`config.mk`:
```
export PLATFORM = sky130hd
export DESIGN_NAME = binary_min_heap_queue
export DESIGN_NICKNAME = d
export VERILOG_FILES = /design/src/rtl/bmhq_pkg.sv /design/src/rtl/bmhq_ram.sv /design/src/rtl/bmhq_cmp.sv /design/src/rtl/binary_min_heap_queue.sv
export VERILOG_INCLUDE_DIRS = /design/src /design/src/rtl
export SDC_FILE = /design/constraint.sdc
export NUM_CORES = 2
export LEC_CHECK = 0
export BUFFER_PORTS_ARGS = -buffer_cell sky130_fd_sc_hd__buf_2
export CAP_MARGIN = 10
export CELL_PAD_IN_SITES_DETAIL_PLACEMENT = 1
export CELL_PAD_IN_SITES_GLOBAL_PLACEMENT = 1
export CORE_MARGIN = 5
export CORE_UTILIZATION = 30
export DETAILED_ROUTE_END_ITERATION = 6
export PLACE_DENSITY_LB_ADDON = 0.1
export SLEW_MARGIN = 5
export SYNTH_ARGS = -nofsm -noshare
export SYNTH_HDL_FRONTEND = slang
export SYNTH_SLANG_ARGS = --single-unit
```
`constraint.sdc`:
```
create_clock -name aclk -period 9.6 [get_ports aclk]
set_input_delay 1.92 -clock aclk [delete_from_list [all_inputs] [get_ports aclk]]
set_output_delay 1.92 -clock aclk [all_outputs]
set_load 0.1 [all_outputs]
```
`src/rtl/assert_macros.svh`:
```
// Assertion helpers for the RTL file that carries checks.
`ifndef ASSERT_MACROS_SVH
`define ASSERT_MACROS_SVH

// A property sampled on the rising edge of aclk and ignored while reset is held.
`define ASSERT_SYNC(label, prop, msg) \
    label: assert property (@(posedge aclk) disable iff (!aresetn) (prop)) else $error(msg);

// An implication whose consequent is checked in the cycle after its antecedent.
`define ASSERT_NEXT(label, ante, cons, msg) \
    label: assert property (@(posedge aclk) disable iff (!aresetn) (ante) |=> (cons)) \
        else $error(msg);

`endif

```
`src/rtl/bmhq_pkg.sv`:
```
`default_nettype none

package bmhq_pkg;

    localparam int unsigned KEY_W     = 32;
    localparam int unsigned PAY_W     = 16;
    localparam int unsigned CNT_W     = 7;
    localparam int unsigned DEPTH_DEF = 64;

    localparam logic [CNT_W-1:0] CAP_RESET = 7'd64;

    localparam logic REQ_INSERT = 1'b0;
    localparam logic REQ_REMOVE = 1'b1;

    typedef enum logic [1:0] {
        STATUS_DONE  = 2'd0,
        STATUS_FULL  = 2'd1,
        STATUS_EMPTY = 2'd2
    } status_t;

    typedef struct packed {
        logic                    req_type;
        logic signed [KEY_W-1:0] entry_key;
        logic [PAY_W-1:0]        entry_payload;
    } req_t;

    typedef struct packed {
        status_t                 status;
        logic signed [KEY_W-1:0] popped_key;
        logic [PAY_W-1:0]        popped_payload;
        logic [CNT_W-1:0]        entry_count;
    } rsp_t;

    typedef struct packed {
        logic signed [KEY_W-1:0] key;
        logic [PAY_W-1:0]        payload;
    } entry_t;

    typedef struct packed {
        logic lt;
        logic eq;
    } cmp_t;

endpackage

`default_nettype wire

```
`src/rtl/bmhq_ram.sv`:
```
`default_nettype none

module bmhq_ram #(
    parameter int unsigned WIDTH = 8,
    parameter int unsigned DEPTH = 16
) (
    input  wire logic                     aclk,
    input  wire logic                     wr_en,
    input  wire logic [$clog2(DEPTH)-1:0] wr_addr,
    input  wire logic [WIDTH-1:0]         wr_data,
    input  wire logic [$clog2(DEPTH)-1:0] rd_addr,
    output logic      [WIDTH-1:0]         rd_data
);

    logic [WIDTH-1:0] mem [DEPTH];
    logic [WIDTH-1:0] rd_data_reg;

    always_ff @(posedge aclk) begin
        if (wr_en) begin
            mem[wr_addr] <= wr_data;
        end
        rd_data_reg <= mem[rd_addr];
    end

    assign rd_data = rd_data_reg;

endmodule

`default_nettype wire

```
`src/rtl/bmhq_cmp.sv`:
```
`default_nettype none

module bmhq_cmp
    import bmhq_pkg::*;
(
    input  wire logic signed [KEY_W-1:0] key_a,
    input  wire logic signed [KEY_W-1:0] key_b,
    output cmp_t                         res
);

    // Both operands are signed, so this is the two's complement order of the keys.
    assign res.lt = key_a < key_b;
    assign res.eq = key_a == key_b;

endmodule

`default_nettype wire

```
`src/rtl/binary_min_heap_queue.sv`:
```
// A refused insert or an empty remove goes straight from idle to the final state. An insert
// moves each parent on the path from its new slot to the root down one level, then sinks the
// entry from the root; a remove takes the root, then the last entry, and sinks that entry.
// Throughput: one operation in flight, s_ready rises with m_valid; a sift level runs through
// S_CHK, S_L, S_R (if a right child exists) and S_DEC on the dual-port RAM and shared comparator.
// Reset (aresetn, synchronous, active low) empties the heap and sets the capacity to 64.
`default_nettype none
`include "assert_macros.svh"

module binary_min_heap_queue
    import bmhq_pkg::*;
#(
    parameter int unsigned DEPTH = DEPTH_DEF
) (
    input  wire logic             aclk,
    input  wire logic             aresetn,
    input  wire logic             s_valid,
    output logic                  s_ready,
    input  wire req_t             s_req,
    output logic                  m_valid,
    input  wire logic             m_ready,
    output rsp_t                  m_rsp,
    input  wire logic             cfg_wr_en,
    input  wire logic [CNT_W-1:0] cfg_wr_data
);

    localparam int unsigned AW   = $clog2(DEPTH);
    localparam int unsigned CW   = $clog2(DEPTH + 1);
    localparam int unsigned IW   = AW + 2;
    localparam int unsigned CMPW = (CW > CNT_W) ? CW : CNT_W;

    typedef enum logic [3:0] {
        ST_IDLE,
        ST_SH_RD,
        ST_SH_WR,
        ST_RM_LAST,
        ST_RM_CAP,
        ST_S_CHK,
        ST_S_L,
        ST_S_R,
        ST_S_DEC,
        ST_FIN
    } state_t;

    state_t                  state_reg;
    logic [CW-1:0]           cnt_reg;
    logic [CNT_W-1:0]        cap_reg;
    logic [AW-1:0]           at_reg;
    logic [AW-1:0]           m_reg;
    entry_t                  cur_reg;
    entry_t                  ch_reg;
    status_t                 status_reg;
    logic signed [KEY_W-1:0] pop_key_reg;
    logic [PAY_W-1:0]        pop_pay_reg;
    logic                    m_valid_reg;
    rsp_t                    m_rsp_reg;

    logic                    ram_we;
    logic [AW-1:0]           ram_waddr;
    entry_t                  ram_wdata;
    logic [AW-1:0]           ram_raddr;
    entry_t                  ram_rdata;
    logic signed [KEY_W-1:0] cmp_a;
    logic signed [KEY_W-1:0] cmp_b;
    cmp_t                    cmp_res;

    logic [CMPW-1:0]         cnt_cmp;
    logic [CMPW-1:0]         cap_eff;
    logic                    heap_full;
    logic [IW-1:0]           cnt_ext;
    logic [IW-1:0]           lft_idx;
    logic [IW-1:0]           rgt_idx;
    logic [AW-1:0]           par_idx;
    logic [AW-1:0]           gpar_idx;

    bmhq_ram #(
        .WIDTH ($bits(entry_t)),
        .DEPTH (DEPTH)
    ) u_store (
        .aclk    (aclk),
        .wr_en   (ram_we),
        .wr_addr (ram_waddr),
        .wr_data (ram_wdata),
        .rd_addr (ram_raddr),
        .rd_data (ram_rdata)
    );

    bmhq_cmp u_cmp (
        .key_a (cmp_a),
        .key_b (cmp_b),
        .res   (cmp_res)
    );

    assign cnt_cmp   = CMPW'(cnt_reg);
    assign cap_eff   = (CMPW'(cap_reg) < CMPW'(DEPTH)) ? CMPW'(cap_reg) : CMPW'(DEPTH);
    assign heap_full = cnt_cmp >= cap_eff;
    assign cnt_ext   = IW'(cnt_reg);
    assign lft_idx   = {1'b0, at_reg, 1'b0} + IW'(1);
    assign rgt_idx   = {1'b0, at_reg, 1'b0} + IW'(2);
    assign par_idx   = (at_reg - AW'(1)) >> 1;
    assign gpar_idx  = (par_idx - AW'(1)) >> 1;

    assign s_ready = state_reg == ST_IDLE;
    assign m_valid = m_valid_reg;
    assign m_rsp   = m_rsp_reg;

    always_comb begin
        ram_we    = 1'b0;
        ram_waddr = at_reg;
        ram_wdata = cur_reg;
        ram_raddr = '0;
        cmp_a     = ch_reg.key;
        cmp_b     = ram_rdata.key;
        case (state_reg)
            ST_SH_RD: begin
                ram_raddr = par_idx;
            end
            ST_SH_WR: begin
                // Move the parent down one level and fetch the next one up meanwhile.
                ram_we    = 1'b1;
                ram_wdata = ram_rdata;
                ram_raddr = gpar_idx;
            end
            ST_RM_LAST: begin
                ram_raddr = cnt_reg[AW-1:0];
            end
            ST_S_CHK: begin
                if (lft_idx >= cnt_ext) begin
                    ram_we = 1'b1;
                end else begin
                    ram_raddr = lft_idx[AW-1:0];
                end
            end
            ST_S_L: begin
                ram_raddr = rgt_idx[AW-1:0];
            end
            ST_S_DEC: begin
                cmp_a  = cur_reg.key;
                cmp_b  = ch_reg.key;
                ram_we = 1'b1;
                if (!(cmp_res.lt || cmp_res.eq)) begin
                    ram_wdata = ch_reg;
                end
            end
            default: begin
            end
        endcase
    end

    always_ff @(posedge aclk) begin
        if (!aresetn) begin
            state_reg   <= ST_IDLE;
            cnt_reg     <= '0;
            cap_reg     <= CAP_RESET;
            m_valid_reg <= 1'b0;
        end else begin
            if (cfg_wr_en) begin
                cap_reg <= cfg_wr_data;
            end
            // In the final state the output register is reloaded instead.
            if (m_valid_reg && m_ready && state_reg != ST_FIN) begin
                m_valid_reg <= 1'b0;
            end
            case (state_reg)
                ST_IDLE: begin
                    if (s_valid) begin
                        pop_key_reg <= '0;
                        pop_pay_reg <= '0;
                        if (s_req.req_type == REQ_INSERT) begin
                            if (heap_full) begin
                                status_reg <= STATUS_FULL;
                                state_reg  <= ST_FIN;
                            end else begin
                                status_reg      <= STATUS_DONE;
                                cnt_reg         <= cnt_reg + CW'(1);
                                cur_reg.key     <= s_req.entry_key;
                                cur_reg.payload <= s_req.entry_payload;
                                at_reg          <= cnt_reg[AW-1:0];
                                state_reg       <= (cnt_reg == '0) ? ST_S_CHK : ST_SH_RD;
                            end
                        end else begin
                            if (cnt_reg == '0) begin
                                status_reg <= STATUS_EMPTY;
                                state_reg  <= ST_FIN;
                            end else begin
                                status_reg <= STATUS_DONE;
                                cnt_reg    <= cnt_reg - CW'(1);
                                state_reg  <= ST_RM_LAST;
                            end
                        end
                    end
                end
                ST_SH_RD: begin
                    state_reg <= ST_SH_WR;
                end
                ST_SH_WR: begin
                    at_reg <= par_idx;
                    if (par_idx == '0) begin
                        state_reg <= ST_S_CHK;
                    end
                end
                ST_RM_LAST: begin
                    pop_key_reg <= ram_rdata.key;
                    pop_pay_reg <= ram_rdata.payload;
                    state_reg   <= ST_RM_CAP;
                end
                ST_RM_CAP: begin
                    cur_reg   <= ram_rdata;
                    at_reg    <= '0;
                    state_reg <= (cnt_reg == '0) ? ST_FIN : ST_S_CHK;
                end
                ST_S_CHK: begin
                    state_reg <= (lft_idx >= cnt_ext) ? ST_FIN : ST_S_L;
                end
                ST_S_L: begin
                    ch_reg    <= ram_rdata;
                    m_reg     <= lft_idx[AW-1:0];
                    state_reg <= (rgt_idx < cnt_ext) ? ST_S_R : ST_S_DEC;
                end
                ST_S_R: begin
                    // On equal child keys the right child is taken.
                    if (!cmp_res.lt) begin
                        ch_reg <= ram_rdata;
                        m_reg  <= rgt_idx[AW-1:0];
                    end
                    state_reg <= ST_S_DEC;
                end
                ST_S_DEC: begin
                    if (cmp_res.lt || cmp_res.eq) begin
                        state_reg <= ST_FIN;
                    end else begin
                        at_reg    <= m_reg;
                        state_reg <= ST_S_CHK;
                    end
                end
                ST_FIN: begin
                    if (!m_valid_reg || m_ready) begin
                        m_valid_reg              <= 1'b1;
                        m_rsp_reg.status         <= status_reg;
                        m_rsp_reg.popped_key     <= pop_key_reg;
                        m_rsp_reg.popped_payload <= pop_pay_reg;
                        m_rsp_reg.entry_count    <= cnt_cmp[CNT_W-1:0];
                        state_reg                <= ST_IDLE;
                    end
                end
                default: begin
                    state_reg <= ST_IDLE;
                end
            endcase
        end
    end

    `ASSERT_SYNC(a_cnt_bound, cnt_cmp <= CMPW'(DEPTH), "fill count exceeds the store depth")
    `ASSERT_SYNC(a_wr_below_cnt, !ram_we || (IW'(ram_waddr) < cnt_ext), "store write above fill count")
    `ASSERT_NEXT(a_busy_after_accept, s_valid && s_ready, !s_ready, "new word taken while busy")
    `ASSERT_SYNC(a_refused_no_pop, !(m_valid && m_rsp.status != STATUS_DONE) || (m_rsp.popped_key == '0 && m_rsp.popped_payload == '0), "refused word carries popped fields")

endmodule

`default_nettype wire
```
==> results.toml <==
[status]
status = "complete, no violations"

[setup_path]
start_kind = "register"
cp.required_ps = 10190
cp-end-kind = "register"
slowest_delay_ps = 990
crit_fanout = 72
path_cells = "or2_2 -> nor3b_2 -> buf_12 -> mux2_2 -> ha_1 -> nor2b_1 -> o21a_1 -> o21a_1 -> o21ai_0 -> a21oi_1 -> o41ai_1 -> a21oi_1 -> a21bo_2 -> o21ai_4 -> buf_4 -> a21o_2"
cp.arrival_ps = 7450
worstSetupPathType = "reg -> reg"
slowest_stage = "a21o_2"

[floorplan]
die_x_um = 677
start_util_pct = 30.0
rows = 245
ios = 120
die_h_um = 677
core_mm2 = 0.444
die_area_mm2 = 0.458

[logic_synthesis]
ys_ff_latch = 3354
synthFlopType = "edfxtp_1"
ys_seq_area_share_pct = 74.9
async_flop_share_pct = 0
synth.distinct_cells = 96
syn_area_mm2 = 0.133
synth_warnings = 0
syn_area_per_cell_um2 = 14.0
synth_nets = 9664
synth_edf_count = 3287
synth_cells = 9542

[power_and_ir_drop]
p_leak_nw = 51.3
cellPowerDensity_mw_per_mm2 = 355
p_clk_share_pct = 27.0
p_int_w = 0.0330
vdd_ir_drop_max_mv = 0.309
combinationalPowerShare_pct = 36.3
power_frac_seq_pct = 36.7
p_sw_share_pct = 40.0
power.switching_w = 0.0220

[routing]
route.detailed.drc = 0
wl_per_cell_um = 37.4
vias_per_cell = 5.56
dr.pass1.iters = 7
wl_mm = 597
drtIter0Drc = 10314
ant_nets = 0
vias = 88677

[place]
place_hpwl_mm = 314
portBuffers = 119
gp_congestion = 0.799
placed_cell_area_mm2 = 0.142

[clock_tree]
post-cts-setup-buffers = 0
clk_pin_slew_ps = 60
clock_sinks = 3354
h-tree-depth = 5
cts_tree = "built"
cts-root-buf = "clkbuf_16"
cts_resized = 0
clk_path_buf_depth = 4
numCtsBuffers = 383
cts_hold_buf = 0
clk_latency_ps = 1000

[grt]
track_usage_pct = 25.2
antenna_found_initial = 71
overflow = 0
grt_max_degree = 140
grt_pass1_vias = 88160
grt_first_pass_wirelength_mm = 797

[sta]
relSlewSlack_pct = 14.4
maxSlewViolCount = 0
holdWs_ps = 403
tightest_slew_ps = 1280
worst_clock_skew_ps = 77.3
timing.final.crit_period_ps = 6860
min_period_over_period_pct = 71.4
max_freq_mhz = 146
setup_viol = 0
tns_ps = 0
rsz0062_at_grt = "no"
hold_viol_final = 0

[flow_run]
max-cap-violations = 0

[cells_and_area]
drive_gt1_share_pct = 12.6
fin_nets = 9792
fillers = 45908
fin_area_mm2 = 0.155
syn2layout_area_growth_pct = 16.0
largest_register_ffs = 3072

[hold_path]
hold_path.class = "reg -> reg"
## cells in the final DEF, fill, tap and decap left out, types with 18 or more instances in the layout
cell	n
nand4_1	20
mux2i_1	115
clkbuf_16	395
bufinv_16	32
ha_1	60
nor2_4	71
nand3_1	917
buf_4	198
and3_1	232
nand2_1	2401
o211ai_1	18
mux2_2	81
nor3_1	57
buf_2	119
inv_1	18
clkinv_1	73
a21oi_1	257
buf_12	67
o221ai_1	24
clkbuf_1	90
a21o_2	42
a32oi_1	19
diode_2	21
a211oi_1	102
clkbuf_8	25
and2_1	53
mux4_2	63
nor4_1	24
a221oi_1	47
a21o_1	26
dfxtp_1	67
o21ai_0	91
a31oi_1	193
nor2_1	71
a2111oi_0	24
a22o_1	66
clkinv_2	71
a311oi_1	151
o22ai_1	30
edfxtp_1	3287
## path summary, 6_finish.rpt
check	start	end	slack [ps]	cells after the start
max	state_reg[2]	u_store.mem[18][16]	2740	16
max reg2reg	state_reg[2]	u_store.mem[18][16]	2740	16
min	pop_key_reg[28]	m_rsp[51]	400	0
min reg2reg	pop_key_reg[28]	m_rsp[51]	400	0
## worst max-delay path: cells and delay by family, from the launching register on
family	cells	cell delay, ps
adders and majority gates	1	280
DFF	1	490
and+or+nand+nor	3	960
AOI/OAI and AO/OA	9	2950
buffers and inverters	2	1080
muxes	1	400
## Yosys cell counts (10+ instances only)
master	count	area, µm²
o211ai_1	18	135
mux2_2	81	912
nor2b_1	11	68.8
ha_1	60	751
o21a_1	11	82.6
a32oi_1	19	166
o22ai_1	30	188
a21oi_1	258	1290
buf_6	12	135
a221oi_1	49	429
o31a_1	10	87.6
o221ai_1	24	210
a221o_1	18	180
nand3_1	917	4590
buf_4	12	90.1
nand4_1	20	125
nor4_1	26	163
edfxtp_1	3287	98700
a311oi_1	151	1320
inv_1	18	67.6
buf_2	309	1550
mux4_2	63	1420
a22oi_1	16	120
o21ai_0	92	460
nor2_1	145	544
a211oi_1	103	773
o32ai_1	11	96.3
and2_1	55	344
a31oi_1	193	1210
and3_1	237	1480
o2111ai_1	12	105
mux2i_1	116	1160
nor3_1	57	285
clkbuf_1	213	800
nand2_1	2411	9050
a22o_1	66	578
dfxtp_1	67	1340
a21o_1	68	510
a2111oi_0	25	219
a211o_1	12	105
buf_1	95	357
## metal layers
metal / wire length, µm / vias up / global-route usage [%]
met3: 44100 / 831 / 4.74
met2: 277000 / 3605 / 40.8
met5: 38 / - / 0
met1: 257000 / 47902 / 34.6
met4: 17900 / 6 / 6.77
li1: - / 36333 / -
## area by class of cell
| cell class | instances | area, µm² | share of cell area (%) |
|---|---|---|---|
| antenna | 21 | 52.6 | 0.0339 |
| timing repair buffer | 384 | 3420 | 2.21 |
| multi-input combinational | 5528 | 31300 | 20.2 |
| clock inverter | 202 | 1920 | 1.24 |
| tap | 5928 | 7420 | 4.79 |
| clock buffer | 510 | 10600 | 6.83 |
| inverter | 19 | 71.3 | 0.0461 |
| sequential | 3354 | 100000 | 64.6 |
## per-stage QoR
step | power (W) | utilization, % | worst slack, ps | instances
floorplan | 0.0314 | - | 1130 | 9542
global placement | 0.0400 | 32.0 | 2900 | 15211
detailed placement | 0.0403 | 32.0 | 2850 | 15211
CTS | 0.0552 | 34.8 | 2770 | 15923
global route | 0.0571 | 34.8 | 2410 | 15928
finish | 0.0550 | 34.8 | 2740 | 15946
## cell families after synthesis
family | Yosys count | share of synthesized area (%)
AO/OA/AOI/OAI | 1254 | 6.68
XOR/XNOR | 17 | 0.112
adder cells (fa/ha/maj) | 61 | 0.577
buffers and inverters | 660 | 2.25
flip-flops | 3354 | 74.9
multiplexers | 262 | 2.64
AND/OR/NAND/NOR | 3934 | 12.8
## power by group through the flow
stage | Sequential (W) | Combinational (W) | Clock [W]
after global routing | 0.0202 | 0.0212 | 0.0157
after global placement | 0.0205 | 0.0195 | 0
after CTS | 0.0202 | 0.0199 | 0.0151
after detailed placement | 0.0205 | 0.0198 | 0
after floorplan | 0.0200 | 0.0114 | 0
final | 0.0202 | 0.0200 | 0.0148
(Power assumes the default switching activity.)
